File: src/hdl/lfte_pkg.sv
// Shared constants, datapath command and status types for the line folding block.
package lfte_pkg;

    localparam int MAX_WIDTH = 32;
    localparam int ADDR_W    = $clog2(MAX_WIDTH);
    localparam int COL_W     = 6;
    localparam int CHAR_W    = 8;
    localparam int CFG_IDX_W = 2;

    localparam logic [CHAR_W-1:0] CH_TAB = 8'd9;
    localparam logic [CHAR_W-1:0] CH_NL  = 8'd10;
    localparam logic [CHAR_W-1:0] CH_SP  = 8'd32;

    localparam logic [CFG_IDX_W-1:0] CFG_LINE_WIDTH = 2'd0;
    localparam logic [CFG_IDX_W-1:0] CFG_TAB_STOP   = 2'd1;

    localparam logic [COL_W-1:0] LINE_WIDTH_RST = 6'd10;
    localparam logic [COL_W-1:0] TAB_STOP_RST   = 6'd5;
    localparam logic [COL_W-1:0] MIN_WIDTH      = 6'd2;
    localparam logic [COL_W-1:0] MAX_WIDTH_C    = COL_W'(MAX_WIDTH);

    typedef enum logic [3:0] {
        DP_NOP,
        DP_ACCEPT,
        DP_MOD,
        DP_FILL,
        DP_TAB_END,
        DP_SCAN_RD,
        DP_SCAN_DEC,
        DP_SCAN_END,
        DP_EMIT_RD,
        DP_EMIT_PUT,
        DP_EMIT_NL,
        DP_COPY_RD,
        DP_COPY_WR,
        DP_COPY_END
    } dp_op_t;

    typedef struct packed {
        dp_op_t op;
    } dp_cmd_t;

    typedef struct packed {
        logic is_tab;
        logic is_nl;
        logic fold_hit;
        logic rem_ge_t;
        logic fill_go;
        logic col_eq_w;
        logic scan_stop;
        logic emit_more;
        logic copy_more;
        logic out_free;
    } dp_sts_t;

endpackage

File: src/hdl/lfte_dp.sv
// Datapath: line store, column and index counters, config registers, output register.
module lfte_dp (
    input  logic                           clk,
    input  logic                           rst_n,
    input  logic                           cfg_we,
    input  logic [lfte_pkg::CFG_IDX_W-1:0] cfg_index,
    input  logic [lfte_pkg::COL_W-1:0]     cfg_data,
    input  logic [lfte_pkg::CHAR_W-1:0]    in_char,
    input  logic                           out_stall,
    output logic                           out_valid,
    output logic [lfte_pkg::CHAR_W-1:0]    out_char,
    output logic                           last_of_run,
    input  lfte_pkg::dp_cmd_t              cmd,
    output lfte_pkg::dp_sts_t              sts
);
    import lfte_pkg::*;

    logic [CHAR_W-1:0] mem [MAX_WIDTH];

    logic [COL_W-1:0]  col_reg, col_next;
    logic [COL_W-1:0]  idx_reg, idx_next;
    logic [COL_W-1:0]  len_reg, len_next;
    logic [COL_W-1:0]  rem_reg, rem_next;
    logic [COL_W-1:0]  line_width_reg, tab_stop_reg;
    logic              out_valid_reg, out_valid_next;
    logic [CHAR_W-1:0] out_char_reg, out_char_next;
    logic              out_last_reg, out_last_next;
    logic [CHAR_W-1:0] rd_data_reg;

    logic [COL_W-1:0]  w_eff, t_eff, i_sat, i_inc, rest, rem_inc, rem_wrap, src_col;
    logic              is_tab, out_free;
    logic              mem_we, mem_re;
    logic [ADDR_W-1:0] mem_waddr, mem_raddr;
    logic [CHAR_W-1:0] mem_wdata;

    always_comb
    begin
        if (line_width_reg < MIN_WIDTH)
        begin
            w_eff = MIN_WIDTH;
        end
        else if (line_width_reg > MAX_WIDTH_C)
        begin
            w_eff = MAX_WIDTH_C;
        end
        else
        begin
            w_eff = line_width_reg;
        end
    end

    assign t_eff    = (tab_stop_reg == '0) ? COL_W'(1) : tab_stop_reg;
    assign i_sat    = (col_reg >= w_eff) ? (w_eff - COL_W'(1)) : col_reg;
    assign i_inc    = i_sat + COL_W'(1);
    assign rest     = w_eff - len_reg;
    assign rem_inc  = rem_reg + COL_W'(1);
    assign rem_wrap = (rem_inc == t_eff) ? '0 : rem_inc;
    assign src_col  = len_reg + idx_reg;
    assign is_tab   = (in_char == CH_TAB);
    assign out_free = !out_valid_reg || !out_stall;

    assign sts.is_tab    = is_tab;
    assign sts.is_nl     = (in_char == CH_NL);
    assign sts.fold_hit  = (i_inc == w_eff);
    assign sts.rem_ge_t  = (rem_reg >= t_eff);
    assign sts.fill_go   = (rem_reg != '0) && (col_reg < w_eff);
    assign sts.col_eq_w  = (col_reg == w_eff);
    assign sts.scan_stop = (rd_data_reg != CH_SP) || (idx_reg == '0);
    assign sts.emit_more = (idx_reg < len_reg);
    assign sts.copy_more = (idx_reg < rest);
    assign sts.out_free  = out_free;

    always_comb
    begin
        mem_we         = 1'b0;
        mem_waddr      = idx_reg[ADDR_W-1:0];
        mem_wdata      = rd_data_reg;
        mem_re         = 1'b0;
        mem_raddr      = idx_reg[ADDR_W-1:0];
        col_next       = col_reg;
        idx_next       = idx_reg;
        len_next       = len_reg;
        rem_next       = rem_reg;
        out_valid_next = out_valid_reg && out_stall;
        out_char_next  = out_char_reg;
        out_last_next  = out_last_reg;
        case (cmd.op)
            DP_ACCEPT:
            begin
                mem_we    = 1'b1;
                mem_waddr = i_sat[ADDR_W-1:0];
                mem_wdata = is_tab ? CH_SP : in_char;
                col_next  = i_inc;
                rem_next  = i_inc;
                idx_next  = sts.is_nl ? '0 : (w_eff - COL_W'(1));
                len_next  = i_sat;
            end
            DP_MOD:
            begin
                rem_next = rem_reg - t_eff;
            end
            DP_FILL:
            begin
                mem_we    = 1'b1;
                mem_waddr = col_reg[ADDR_W-1:0];
                mem_wdata = CH_SP;
                col_next  = col_reg + COL_W'(1);
                rem_next  = rem_wrap;
            end
            DP_TAB_END:
            begin
                len_next = w_eff;
                idx_next = '0;
            end
            DP_SCAN_RD:
            begin
                mem_re = 1'b1;
            end
            DP_SCAN_DEC:
            begin
                idx_next = idx_reg - COL_W'(1);
            end
            DP_SCAN_END:
            begin
                // keep everything up to the last nonblank; an all-blank line goes out whole
                len_next = (rd_data_reg != CH_SP) ? (idx_reg + COL_W'(1)) : w_eff;
                idx_next = '0;
            end
            DP_EMIT_RD:
            begin
                mem_re = 1'b1;
            end
            DP_EMIT_PUT:
            begin
                idx_next       = idx_reg + COL_W'(1);
                out_valid_next = 1'b1;
                out_char_next  = rd_data_reg;
                out_last_next  = 1'b0;
            end
            DP_EMIT_NL:
            begin
                col_next       = '0;
                idx_next       = '0;
                out_valid_next = 1'b1;
                out_char_next  = CH_NL;
                out_last_next  = 1'b1;
            end
            DP_COPY_RD:
            begin
                mem_re    = 1'b1;
                mem_raddr = src_col[ADDR_W-1:0];
            end
            DP_COPY_WR:
            begin
                mem_we   = 1'b1;
                idx_next = idx_reg + COL_W'(1);
            end
            DP_COPY_END:
            begin
                col_next = rest;
            end
            default:
            begin
            end
        endcase
    end

    always_ff @(posedge clk or negedge rst_n)
    begin
        if (!rst_n)
        begin
            col_reg        <= '0;
            out_valid_reg  <= 1'b0;
            line_width_reg <= LINE_WIDTH_RST;
            tab_stop_reg   <= TAB_STOP_RST;
        end
        else
        begin
            col_reg       <= col_next;
            out_valid_reg <= out_valid_next;
            if (cfg_we && (cfg_index == CFG_LINE_WIDTH))
            begin
                line_width_reg <= cfg_data;
            end
            if (cfg_we && (cfg_index == CFG_TAB_STOP))
            begin
                tab_stop_reg <= cfg_data;
            end
        end
    end

    always_ff @(posedge clk)
    begin
        idx_reg      <= idx_next;
        len_reg      <= len_next;
        rem_reg      <= rem_next;
        out_char_reg <= out_char_next;
        out_last_reg <= out_last_next;
    end

    always_ff @(posedge clk)
    begin
        if (mem_we)
        begin
            mem[mem_waddr] <= mem_wdata;
        end
        if (mem_re)
        begin
            rd_data_reg <= mem[mem_raddr];
        end
    end

    assign out_valid   = out_valid_reg;
    assign out_char    = out_char_reg;
    assign last_of_run = out_last_reg;

    a_load_free: assert property (@(posedge clk) disable iff (!rst_n)
        (cmd.op == DP_EMIT_PUT || cmd.op == DP_EMIT_NL) |-> out_free)
        else $error("output register loaded while held");

    a_fill_in_line: assert property (@(posedge clk) disable iff (!rst_n)
        (cmd.op == DP_FILL) |-> (col_reg < w_eff))
        else $error("tab fill beyond line width");

    a_copy_src: assert property (@(posedge clk) disable iff (!rst_n)
        (cmd.op == DP_COPY_RD) |-> (({1'b0, len_reg} + {1'b0, idx_reg}) < {1'b0, w_eff}))
        else $error("carry copy reads beyond line width");

endmodule

File: src/hdl/lfte_ctrl.sv
// Controller: sequences accept, tab fill, blank scan, line emit and carry copy.
module lfte_ctrl (
    input  logic              clk,
    input  logic              rst_n,
    input  logic              in_valid,
    output logic              in_stall,
    input  lfte_pkg::dp_sts_t sts,
    output lfte_pkg::dp_cmd_t cmd
);
    import lfte_pkg::*;

    typedef enum logic [9:0] {
        ST_IDLE     = 10'b0000000001,
        ST_MOD      = 10'b0000000010,
        ST_FILL     = 10'b0000000100,
        ST_SCAN_RD  = 10'b0000001000,
        ST_SCAN_CHK = 10'b0000010000,
        ST_EMIT_RD  = 10'b0000100000,
        ST_EMIT_PUT = 10'b0001000000,
        ST_EMIT_NL  = 10'b0010000000,
        ST_COPY_RD  = 10'b0100000000,
        ST_COPY_WR  = 10'b1000000000
    } state_t;

    state_t state_reg, state_next;
    logic   fold_reg, fold_next;
    logic   accept;

    assign in_stall = (state_reg != ST_IDLE);
    assign accept   = in_valid && !in_stall;

    always_comb
    begin
        state_next = state_reg;
        fold_next  = fold_reg;
        cmd.op     = DP_NOP;
        case (state_reg)
            ST_IDLE:
            begin
                if (accept)
                begin
                    cmd.op    = DP_ACCEPT;
                    fold_next = 1'b0;
                    if (sts.is_tab)
                    begin
                        state_next = ST_MOD;
                    end
                    else if (sts.is_nl)
                    begin
                        state_next = ST_EMIT_RD;
                    end
                    else if (sts.fold_hit)
                    begin
                        state_next = ST_SCAN_RD;
                        fold_next  = 1'b1;
                    end
                end
            end
            ST_MOD:
            begin
                if (sts.rem_ge_t)
                begin
                    cmd.op = DP_MOD;
                end
                else
                begin
                    state_next = ST_FILL;
                end
            end
            ST_FILL:
            begin
                if (sts.fill_go)
                begin
                    cmd.op = DP_FILL;
                end
                else if (sts.col_eq_w)
                begin
                    cmd.op     = DP_TAB_END;
                    state_next = ST_EMIT_RD;
                end
                else
                begin
                    state_next = ST_IDLE;
                end
            end
            ST_SCAN_RD:
            begin
                cmd.op     = DP_SCAN_RD;
                state_next = ST_SCAN_CHK;
            end
            ST_SCAN_CHK:
            begin
                if (sts.scan_stop)
                begin
                    cmd.op     = DP_SCAN_END;
                    state_next = ST_EMIT_RD;
                end
                else
                begin
                    cmd.op     = DP_SCAN_DEC;
                    state_next = ST_SCAN_RD;
                end
            end
            ST_EMIT_RD:
            begin
                if (sts.emit_more)
                begin
                    cmd.op     = DP_EMIT_RD;
                    state_next = ST_EMIT_PUT;
                end
                else
                begin
                    state_next = ST_EMIT_NL;
                end
            end
            ST_EMIT_PUT:
            begin
                if (sts.out_free)
                begin
                    cmd.op     = DP_EMIT_PUT;
                    state_next = ST_EMIT_RD;
                end
            end
            ST_EMIT_NL:
            begin
                if (sts.out_free)
                begin
                    cmd.op     = DP_EMIT_NL;
                    state_next = fold_reg ? ST_COPY_RD : ST_IDLE;
                end
            end
            ST_COPY_RD:
            begin
                if (sts.copy_more)
                begin
                    cmd.op     = DP_COPY_RD;
                    state_next = ST_COPY_WR;
                end
                else
                begin
                    cmd.op     = DP_COPY_END;
                    state_next = ST_IDLE;
                end
            end
            ST_COPY_WR:
            begin
                cmd.op     = DP_COPY_WR;
                state_next = ST_COPY_RD;
            end
            default:
            begin
                state_next = ST_IDLE;
            end
        endcase
    end

    always_ff @(posedge clk or negedge rst_n)
    begin
        if (!rst_n)
        begin
            state_reg <= ST_IDLE;
            fold_reg  <= 1'b0;
        end
        else
        begin
            state_reg <= state_next;
            fold_reg  <= fold_next;
        end
    end

    a_copy_after_fold: assert property (@(posedge clk) disable iff (!rst_n)
        (state_reg == ST_COPY_WR) |-> fold_reg)
        else $error("carry copy without a fold");

    a_nl_emits: assert property (@(posedge clk) disable iff (!rst_n)
        (accept && sts.is_nl) |=> (state_reg == ST_EMIT_RD))
        else $error("newline did not start a line emit");

    a_nl_ends_emit: assert property (@(posedge clk) disable iff (!rst_n)
        (state_reg == ST_EMIT_NL && sts.out_free) |=>
        (state_reg == ST_IDLE || state_reg == ST_COPY_RD))
        else $error("newline transfer did not end the emit");

endmodule

File: src/hdl/line_fold_tab_expand.sv
// Top level of the line folding and tab expansion block.
// One character is taken per input transfer and buffered at the current column; the block
// stalls its input until all work for that character is done, but a finished output byte may
// still wait in the output register while the next character is taken. A plain byte that does
// not fill the line needs no further work. A tab subtracts the tab stop from the column just
// past its first blank, one subtraction at a time (column / tab_stop of them), and then fills
// each further blank. A newline, a tab that reaches the width and a byte that fills the line
// each then emit the buffered columns, reading each byte from the line store and then putting
// it out, followed by the closing newline; the output side can stall the emit. A fold first
// scans back over trailing blanks, one column at a time, and after the emit moves the carried
// blanks to the start of the line, one blank at a time, and then closes the copy. The line
// store has registered read data and no reset, and needs no clearing pass; columns are only
// read after they have been written. Config writes are meant to happen while the block is
// idle; index 0 is line_width, index 1 is tab_stop, others drop.
module line_fold_tab_expand (
    input  logic                           clk,
    input  logic                           rst_n,
    input  logic                           cfg_we,
    input  logic [lfte_pkg::CFG_IDX_W-1:0] cfg_index,
    input  logic [lfte_pkg::COL_W-1:0]     cfg_data,
    input  logic                           in_valid,
    output logic                           in_stall,
    input  logic [lfte_pkg::CHAR_W-1:0]    in_char,
    output logic                           out_valid,
    input  logic                           out_stall,
    output logic [lfte_pkg::CHAR_W-1:0]    out_char,
    output logic                           last_of_run
);
    import lfte_pkg::*;

    // command from the controller, status back from the datapath
    dp_cmd_t cmd;
    dp_sts_t sts;

    lfte_ctrl u_ctrl (
        .clk      (clk),
        .rst_n    (rst_n),
        .in_valid (in_valid),
        .in_stall (in_stall),
        .sts      (sts),
        .cmd      (cmd)
    );

    lfte_dp u_dp (
        .clk         (clk),
        .rst_n       (rst_n),
        .cfg_we      (cfg_we),
        .cfg_index   (cfg_index),
        .cfg_data    (cfg_data),
        .in_char     (in_char),
        .out_stall   (out_stall),
        .out_valid   (out_valid),
        .out_char    (out_char),
        .last_of_run (last_of_run),
        .cmd         (cmd),
        .sts         (sts)
    );

endmodule

File: config.mk
export PLATFORM = sky130hd
export DESIGN_NAME = line_fold_tab_expand
export DESIGN_NICKNAME = d
export VERILOG_FILES = /design/src/hdl/lfte_pkg.sv /design/src/hdl/lfte_dp.sv /design/src/hdl/lfte_ctrl.sv /design/src/hdl/line_fold_tab_expand.sv
export SDC_FILE = /design/constraint.sdc
export NUM_CORES = 1
export LEC_CHECK = 0
export BUFFER_PORTS_ARGS = -buffer_cell sky130_fd_sc_hd__buf_4
export CAP_MARGIN = 40
export CORE_MARGIN = 4
export CORE_UTILIZATION = 25
export CTS_BUF_LIST = sky130_fd_sc_hd__clkbuf_8 sky130_fd_sc_hd__clkbuf_16
export CTS_CLUSTER_DIAMETER = 50
export DETAILED_ROUTE_END_ITERATION = 16
export GPL_ROUTABILITY_DRIVEN = 0
export PLACE_DENSITY = 0.45
export REMOVE_ABC_BUFFERS = 1
export SLEW_MARGIN = 15
export SYNTH_ARGS = -nofsm -noshare
export SYNTH_HDL_FRONTEND = slang
export SYNTH_SLANG_ARGS = --single-unit
File: constraint.sdc
create_clock -name clk -period 7.2 [get_ports clk]
set_input_delay 0.36 -clock clk [delete_from_list [all_inputs] [get_ports clk]]
set_output_delay 0.36 -clock clk [all_outputs]
set_load 0.005 [all_outputs]
**Word level (Yosys, flattened, before mapping)**

Memories as Yosys holds them, arrays and structs flattened. A register that Yosys moved wholly into a read port is not among the register bits.
Index checks and enable logic that the tools add are counted.

- Bits in registers: 57
- Bits in writable memories: 256
- Bits of input ports: 21
- Output and inout port bits: 11
- Word-level logic and storage cells: 140
- Memories kept: 1

Memory list:

| name | depth | bits a word | read ports | clocked after Yosys merged registers in | wr ports | line | source |
|---|---|---|---|---|---|---|---|
| u_dp.mem | 32 | 8 | 1 | 1 | 1 | lfte_dp.sv:18 | `logic [CHAR_W-1:0] mem [MAX_WIDTH];` |

- $add $sub $neg: 9
- Order comparisons: 7
- Equality and inequality tests: 37
- Muxes and demuxes: 49
- Reductions and logical operators: 26

Operator list:

| kind | count |
|---|---|
| case mux 10 bit (10 select lines) | 1 |
| two-way mux 10 bit | 9 |
| two-way mux 6 bit | 9 |
| case mux 6 bit (4 select lines) | 2 |
| case mux 4 bit (10 select lines) | 1 |
| case mux 6 bit (3 select lines) | 2 |
| case mux 8 bit (2 select lines) | 2 |
| adder 6 x 1 -> 6 bit, second input constant | 4 |
| equality test 4 bit, second input constant | 6 |
| equality test 6 bit | 3 |
| < comparator 6 bit | 3 |
| equality test 4 x 3 -> 1 bit, second input constant | 4 |
| equality test 8 x 4 -> 1 bit, second input constant | 2 |
| two-way mux 4 bit | 4 |
| two-way mux 8 bit | 2 |
| >= comparator 6 bit | 2 |
| zero test 6 bit | 2 |
| subtractor 6 x 1 -> 6 bit, second input constant | 2 |
| subtractor 6 bit | 2 |
| equality test 10 x 1 -> 1 bit, second input constant | 1 |
| equality test 10 bit, second input constant | 1 |
| equality test 10 x 2 -> 1 bit, second input constant | 1 |
| equality test 10 x 3 -> 1 bit, second input constant | 1 |
| equality test 10 x 4 -> 1 bit, second input constant | 1 |
| other kinds (35) | 61 |

**Longest topological paths before layout**

Gate-level depths: netlist of the first run.

- Word-level depth: 12
- Depth in mapped cells: 23
- Depth with buffers taken out: 19

**Cells and area by module**

From an unflattened synthesis of the first run, not the netlist that was laid out.

- Cells, all modules: 1185
- Area total of the unflattened synthesis: 15657.5 um2

By module, submodules not included:

| module | times used | cells each | area each (um2) | seq. area each (um2) |
|---|---|---|---|---|
| lfte_dp | 1 | 1078 | 14699.1 | 9218.8 |
| lfte_ctrl | 1 | 107 | 958.4 | 276.5 |

**Worst setup path after synthesis of the first run**

OpenSTA, ideal clock, no wires.

- Kind: register to register
- From: register u_dp.line_width_reg[2]
- To: register u_dp.rd_data_reg[0] (read register of u_dp.mem) (data pin)
- Setup time: 0.176 ns
- Arrival: 4.552 ns
- Data required time: 7.024 ns
- Setup slack: 2.471 ns
- Cell stages (with the launch flop): 22
- Path buffers: 3
- Period minus slack after synthesis: 4.729 ns
- Path through: dfrtp_1 or4_1 and3_1 buf_2 inv_1 ha_1 fa_1 inv_1 a21o_1 a21oi_1 xor2_1 ha_1 a21o_1 a21o_1 nor3_4 mux2i_1 clkbuf_1 clkbuf_1 nor2_1 o21ai_0 a41oi_1 nor4_1

- Word-level cells in the longest chain between the ends: 10
- Elaborated cells on any way between the ends: 19
- Those cells by class: 1 x add/sub; 4 x order compare; 4 x eq/ne; 8 x mux; 2 x reduce/logical

RTL lines:

| element | line | source |
|---|---|---|
| start, declared | lfte_dp.sv:24 | `logic [COL_W-1:0] line_width_reg, tab_stop_reg;` |
| start signal, assigned | lfte_dp.sv:183 | `line_width_reg <= cfg_data;` |
| greater-than comparator 6 bit | lfte_dp.sv:42 | `else if (line_width_reg > MAX_WIDTH_C)` |
| two-way mux 6 bit | lfte_dp.sv:42 |  |
| two-way mux 6 bit (*) | lfte_dp.sv:38 | `if (line_width_reg < MIN_WIDTH)` |
| subtractor 6 bit (tied with other cells) | lfte_dp.sv:55 | `assign rest = w_eff - len_reg;` |
| < comparator 6 bit (tied with other cells) | lfte_dp.sv:70 | `assign sts.copy_more = (idx_reg < rest);` |
| two-way mux 3 bit or two-way mux 4 bit (tied branches) | lfte_ctrl.sv:134, lfte_ctrl.sv:72 |  |
| case mux 4 bit (10 select lines) (*) | lfte_ctrl.sv:37 | `case (state_reg)` |
| equality test 4 x 3 -> 1 bit or equality test 4 bit (tied branches) | lfte_dp.sv:87 | `case (cmd.op)` |
| OR reduction 3 bit (no line) | -- |  |
| two-way mux 1 bit | lfte_dp.sv:87 |  |
| end, declared | lfte_dp.sv:28 | `logic [CHAR_W-1:0] rd_data_reg;` |

Mark *: on every way between the ends. The rest lies on a longest branch, timed or not.
A chain may end at the register's enable or synchronous reset.

**Final worst setup path of the first run**

- From: register u_dp.line_width_reg[2]
- To: register u_dp.rd_data_reg[2] (read register of u_dp.mem) (data pin)

The elaborated chain is that of the path after synthesis.

==> results by group, run 1 <==
CTS
  – CTS Buffer Depth: 3
  – CTS buffer count: 42
  – Htree depth: 2
  – Post-CTS setup repair buffer count: 0
  – Post_cts resized: 0
  – Clk root buf: clkbuf_16
  – Clock-pin slew on the worst setup and hold paths: 60 ps
  – Hold_buf cts: 1
  – TritonCTS clock tree: yes
  – Clk sinks: 321
  – Clock latency on the worst-skew pair: 580 ps

Detailed routing
  – Via-to-Cell Ratio: 4.97
  – Antenna Nets Post-Route: 0
  – Via count: 10859
  – TritonRoute pass-1 iters: 5
  – WL/cell: 22.0 microns
  – Drt first-iter violations: 915
  – Drt drc: 0
  – Routed Wire Length: 47900 microns

Setup path
  – Biggest fanout along the worst timing path: 46
  – Worst endpoint required time: 7520 ps
  – Critical Path Max Stage Delay: 510 ps
  – Worst-path cell chain: or4_1 > and3_1 > inv_1 > ha_1 > fa_1 > inv_1 > a21o_1 > a21oi_1 > xor2_1 > ha_1 > o211ai_1 > a21oi_1 > nor3_4 > mux2_4 > buf_12 > buf_12 > mux2i_1 > a32oi_1 > a31oi_1 > nor4_1
  – Crit-path leading delay family: simple AND/OR/NAND/NOR gates
  – Slowest cell on crit path: or4_1
  – Critical Path Source Type: register
  – CP arrival: 6040 ps
  – Buffers & Inverters on Critical Path: 4
  – Type of the worst setup path: register to register
  – Critical Path End Type: register

Power
  – Cell-internal power: 4.57 mW
  – Logic pwr share: 37.7%
  – Peak VDD IR: 174 uV
  – Clock group share of total power: 26.5%
  – P_leak: 6.33 nW
  – Share of power burned in registers: 35.7%
  – Switch share: 39.2%
  – Cell Pwr Density: 417 mW/mm^2
  – Net switching power: 2.94 mW

Placement
  – IO Port Bufs: 31
  – DP HPWL: 33100 microns
  – Pre-CTS WS: 1280 ps

STA
  – Final Cycle Share: 79.5%
  – Min Clock Period, post-route: 5720 ps
  – Skew final: 32.1 ps
  – Final number of setup-violating endpoints: 0
  – Worst setup slack after layout: 1480 ps
  – RSZ-0062 raised after global routing: no
  – Fmax: 175 MHz
  – Setup TNS Final: 0 ps
  – Final Hold Fails: 0
  – Max-slew violations: 0
  – Slew headroom: 40.4%
  – Pin slew with the least headroom to its limit: 889 ps

Synthesis
  – Syn Inst Count: 1329
  – Top FF cell, synth: edfxtp_1
  – Sequential fraction of the synthesis area: 61.5%
  – Async SR Flop Fraction: 9.35%
  – Distinct cells, synth: 79
  – #FFs+latches synth: 321
  – Post-synth top area cell: edfxtp_1
  – Count of flip-flops with a built-in enable after synthesis: 291
  – Synth warn: 0
  – Top cells by area, synth: edfxtp_1 57%, nor2_1 4.6%, dfrtp_1 4.1%, nand2_1 3.8%, ha_1 3.2%
  – Top-count cell post-synth: edfxtp_1
  – Syn_area_per_cell: 11.6 sq um
  – Most frequent cells after synthesis: 291 x edfxtp_1, 191 x nor2_1, 158 x nand2_1, 77 x o21ai_0, 58 x nand3_1
  – Synthesized cell area: 0.0154 sq mm
  – Top-area cell type share of the netlist area: 56.6%

Finish
  – Largest register FFs: 256
  – Final design utilization: 29.7%
  – Antenna cells: 0
  – Share of cells above drive strength 1: 12.1%
  – Layout Nets: 1435
  – Area grow syn2layout: 16.6%

Global route
  – Total grt overflow: 0
  – Pin count of the biggest net entering global routing: 113
  – GR Util All Layers: 14.2%
  – Initial antenna violation count: 0
  – First-pass GRT wire length: 71700 microns
  – Number of global-route vias before repair: 10882

Die
  – CORE AREA: 0.0607 sq mm
  – Die ar.: 0.0658 sq mm
  – Die Width: 256 microns
  – I/O pin total: 32
  – Initial Util: 25.4%
  – Row count: 90
  – Die boundary height: 256 microns

Flow run
  – MaxCap Viol Count: 0

Worst hold path
  – Hold Crit Class: input port to register

Outcome
  – Outcome: completed
==> cell families after synthesis <==
kind of cell	count (synthesis)	share of synthesized area, %
AO/OA/AOI/OAI	259	11.5
flip-flops	321	61.5
XOR/XNOR	39	2.21
adder cells (fa/ha/maj)	43	3.63
AND/OR/NAND/NOR	535	16.0
buffers and inverters	100	2.90
multiplexers	32	2.20
==> stage by stage <==
stage          hold slack, ps  instances  power (mW)  cell area (sq um)
4_1_cts                  6.41       2181        7.55              18000
5_1_grt                  38.7       2183        7.93              18000
2_1_floorplan            64.4       1262        4.46              15100
3_3_place_gp              349       2094        5.49              16500
3_5_place_dp              343       2106        5.52              16600
6_report                 43.5       2183        7.50              18000
==> layout by cell type, fill, tap and decap left out, types with 12 or more instances in the layout <==
cell / synthesis / routed
mux2i_1: 20 / 19
dfrtp_1: 25 / 25
nor2_1: 191 / 191
nor4_1: 12 / 12
a21o_1: 15 / 15
nand3_1: 58 / 58
xnor2_1: 28 / 28
a21oi_1: 24 / 23
a41oi_1: 16 / 16
edfxtp_1: 291 / 291
inv_1: 33 / 37
nor3_1: 21 / 21
o21ai_0: 77 / 77
ha_1: 40 / 40
a31oi_1: 23 / 23
clkbuf_16: 0 / 43
a32oi_1: 17 / 17
nand2b_1: 13 / 13
buf_4: 11 / 57
nand2_1: 158 / 156
==> power by group through the flow <==
stage	Sequential [mW]	Clock, mW	Combinational, mW
floorplan	2.65	0	1.81
global placement	2.72	0	2.77
detailed placement	2.72	0	2.80
CTS	2.68	2.05	2.82
global route	2.71	2.13	3.10
finish	2.68	1.99	2.83
==> worst paths after layout <==
| path | startpoint | endpoint | slack, ps | depth (start not counted) |
|---|---|---|---|---|
| max | u_dp.line_width_reg[2] | u_dp.rd_data_reg[2] | 1480 | 20 |
| min | in_valid | u_ctrl.state_reg[0] | 40 | 2 |
| max reg2reg | u_dp.line_width_reg[2] | u_dp.rd_data_reg[2] | 1480 | 20 |
| min reg2reg | u_dp.tab_stop_reg[5] | u_dp.tab_stop_reg[5] | 520 | 1 |
| max in group asynchronous | rst_n | u_ctrl.state_reg[0] | 6530 | 2 |
| min in group asynchronous | rst_n | u_dp.tab_stop_reg[3] | 310 | 2 |
==> worst register-to-register path, delay by kind of cell (launching register included) <==
| family | cells | cell delay [ps] |
|---|---|---|
| AND/OR/NAND/NOR | 4 | 1440 |
| AO/OA/AOI/OAI | 6 | 1160 |
| buffers and inverters | 4 | 840 |
| adder cells (fa/ha/maj) | 3 | 700 |
| multiplexers | 2 | 680 |
| flip-flops | 1 | 450 |
| XOR/XNOR | 1 | 210 |
==> layer usage <==
| layer | up-vias | GRT usage [%] | share of wire (%) |
|---|---|---|---|
| met5 | - | 0 | 0 |
| met4 | 0 | 4.64 | 3.0 |
| met3 | 83 | 2.66 | 5.5 |
| met2 | 312 | 22.2 | 45 |
| met1 | 5436 | 20.0 | 47 |
| li1 | 5028 | - | - |
==> cell type report <==
type | count | area [sq um]
Inverter | 33 | 124
Sequential cell | 321 | 9500
Multi-Input combinational cell | 908 | 5530
Clock inverter | 30 | 235
Clock buffer | 44 | 1090
Tap cell | 782 | 978
Timing Repair Buffer | 65 | 548
Fill cell | 6190 | 42700
(Power assumes the default switching activity.)
==> run 2: changes to the inputs <==
==> constraint.sdc (replaced) <==
create_clock -name clk -period 5.35 [get_ports clk]
set_input_delay 0.2675 -clock clk [delete_from_list [all_inputs] [get_ports clk]]
set_output_delay 0.2675 -clock clk [all_outputs]
set_load 0.005 [all_outputs]
==> results by group, run 2 (synthesis results as in run 1) <==
Outcome
  – Outcome: completed

CTS
  – Clock latency on the worst-skew pair: 580 ps
  – Clk sinks: 321
  – Htree depth: 2
  – TritonCTS clock tree: yes
  – Clk root buf: clkbuf_16
  – CTS Buffer Depth: 3
  – Clock-pin slew on the worst setup and hold paths: 60 ps
  – CTS buffer count: 40

Setup path
  – FF-to-FF End: u_dp.rd_data_reg[1]
  – Worst setup startpoint: u_dp.line_width_reg[2]
  – Critical Path Max Stage Delay: 500 ps
  – Critical Path Source Type: register
  – Worst-path cell chain: or4_1 > and3_1 > inv_1 > ha_1 > fa_1 > inv_1 > a21o_1 > a21oi_1 > xor2_1 > ha_1 > a21o_1 > a21o_1 > nor3_4 > buf_4 > nand3_1 > nand2_1 > buf_4 > a32oi_1 > a31oi_1 > nor4_1
  – CP dominant cell by count: a21o_1
  – Type of the worst setup path: register to register
  – R2R setup slack: 160 ps
  – Worst endpoint required time: 5640 ps
  – Critical Path End Type: register
  – Biggest fanout along the worst timing path: 24
  – Worst-case reg-to-reg path depth: 20
  – CP arrival: 5480 ps
  – Slowest cell on crit path: or4_1
  – Crit path to: u_dp.rd_data_reg[1]
  – Worst R2R Start: u_dp.line_width_reg[2]

Global route
  – First-pass GRT wire length: 72600 microns
  – Initial antenna violation count: 0
  – Pin count of the biggest net entering global routing: 47
  – GR Util All Layers: 14.4%
  – Number of global-route vias before repair: 11065
  – Total grt overflow: 0

STA
  – Max-slew violations: 0
  – Final Cycle Share: 96.9%
  – Slew headroom: 34.7%
  – Skew final: 35.9 ps
  – Min Clock Period, post-route: 5190 ps
  – Final Hold Fails: 0
  – Worst setup slack after layout: 164 ps
  – Fmax: 193 MHz
  – RSZ-0062 raised after global routing: yes
  – WHS: 41.3 ps
  – Final number of setup-violating endpoints: 0
  – Pin slew with the least headroom to its limit: 973 ps

Finish
  – Largest register FFs: 256
  – Most frequent cells in the layout: 291 x edfxtp_1, 191 x nor2_1, 157 x nand2_1
  – Post-Layout Cell Count: 2252
  – Antenna cells: 0
  – Layout Nets: 1504
  – Final design utilization: 30.7%
  – # fillers: 6205
  – Commonest non-fill, non-tap cell in the layout: edfxtp_1
  – Area grow syn2layout: 20.6%
  – Share of cells above drive strength 1: 15.6%

Power
  – Peak VDD IR: 269 uV
  – Net switching power: 3.99 mW
  – Share of power burned in registers: 34.9%
  – Clock group share of total power: 25.3%
  – P_leak: 6.73 nW
  – Cell-internal power: 6.34 mW
  – Switch share: 38.6%
  – Logic pwr share: 39.8%
  – Cell Pwr Density: 555 mW/mm^2
  – Final Power: 10.3 mW

Detailed routing
  – Antenna Nets Post-Route: 0
  – WL/cell: 21.7 microns
  – TritonRoute pass-1 iters: 5
  – Drt drc: 0
  – Via-to-Cell Ratio: 4.92
  – Drt first-iter violations: 800
  – Via count: 11071
  – Routed Wire Length: 48800 microns

Die
  – Die boundary height: 256 microns
  – CORE AREA: 0.0607 sq mm
  – Row count: 90
  – Initial Util: 25.4%
  – Die ar.: 0.0658 sq mm
  – I/O pin total: 32
  – Die Width: 256 microns

Worst hold path
  – Hold path startpoint: out_stall
  – Hold Crit Class: input port to register

Placement
  – Dpl cells: 2163
  – DP HPWL: 33800 microns
  – Pre-CTS WS: 134 ps
  – IO Port Bufs: 31

Flow run
  – MaxCap Viol Count: 0
run 2: cell count changes in the layout (fill, tap and decap cells not counted), moves of 2 or more:
cell,before,now
buf_4,57,115
inv_1,37,46
dlygate4sd3_1,1,8
buf_12,3,8
clkinv_4,4,0
buf_8,3,0
clkinv_1,10,7
bufinv_16,1,3
clkinv_2,5,3
nor4_1,12,10
nor4_2,0,2
run 2: power by group through the flow:
stage | combinational [mW] | sequential [mW] | clock (mW)
after floorplan | 2.43 | 3.56 | 0
after global placement | 4.01 | 3.66 | 0
after detailed placement | 4.02 | 3.66 | 0
after CTS | 4.06 | 3.61 | 2.68
after global routing | 4.50 | 3.64 | 2.78
final | 4.11 | 3.61 | 2.61
run 2: timing repair:
item                                   CTS  global route
gates resized for setup                  0             7
hold buffers                             8             0
setup endpoints to repair                0             8
buffers inserted                         0             7
endpoints found under the hold margin   43             0
run 2: through the flow:
| step | instance area, sq um | setup TNS (ps) |
|---|---|---|
| floorplan | 15100 | -23280 |
| global placement | 17100 | 0 |
| detailed placement | 17100 | 0 |
| CTS | 18400 | 0 |
| global route | 18600 | -83.5 |
| finish | 18600 | 0 |
run 2: worst min-delay path by stage:
stage	end	cells after the start
2_1_floorplan	u_ctrl.fold_reg	0
3_3_place_gp	u_dp.tab_stop_reg[3]	1
3_5_place_dp	u_dp.tab_stop_reg[5]	1
4_1_cts	u_dp.out_valid	3
5_1_grt	u_dp.out_valid	3
6_report	u_dp.out_valid	3
run 2: layout make-up:
| type | instances | area [sq um] | share of cell area [%] |
|---|---|---|---|
| clock inverters | 32 | 265 | 1.42 |
| well taps | 782 | 978 | 5.26 |
| multi-input cells | 908 | 5550 | 29.8 |
| clock buffers | 40 | 1000 | 5.38 |
| inverters | 33 | 124 | 0.665 |
| flip-flops and latches | 321 | 9500 | 51.0 |
| repair buffers | 136 | 1200 | 6.43 |
run 2: worst max-delay path, delay by kind of cell (launching register included):
family	cells	cell delay, ps
buffers and inverters	4	740
AO/OA/AOI/OAI	6	1380
AND/OR/NAND/NOR	6	1390
flip-flops	1	440
XOR/XNOR	1	220
adder cells (fa/ha/maj)	3	720
run 2: routing by layer:
metal	routed length (microns)	global-route usage, %	share of wire [%]	vias up
li1	-	-	-	5167
met1	21500	19.5	44	5481
met2	23100	23.8	47	349
met3	3040	2.62	6.2	74
met4	1150	3.82	2.4	0
met5	0	0	0	-
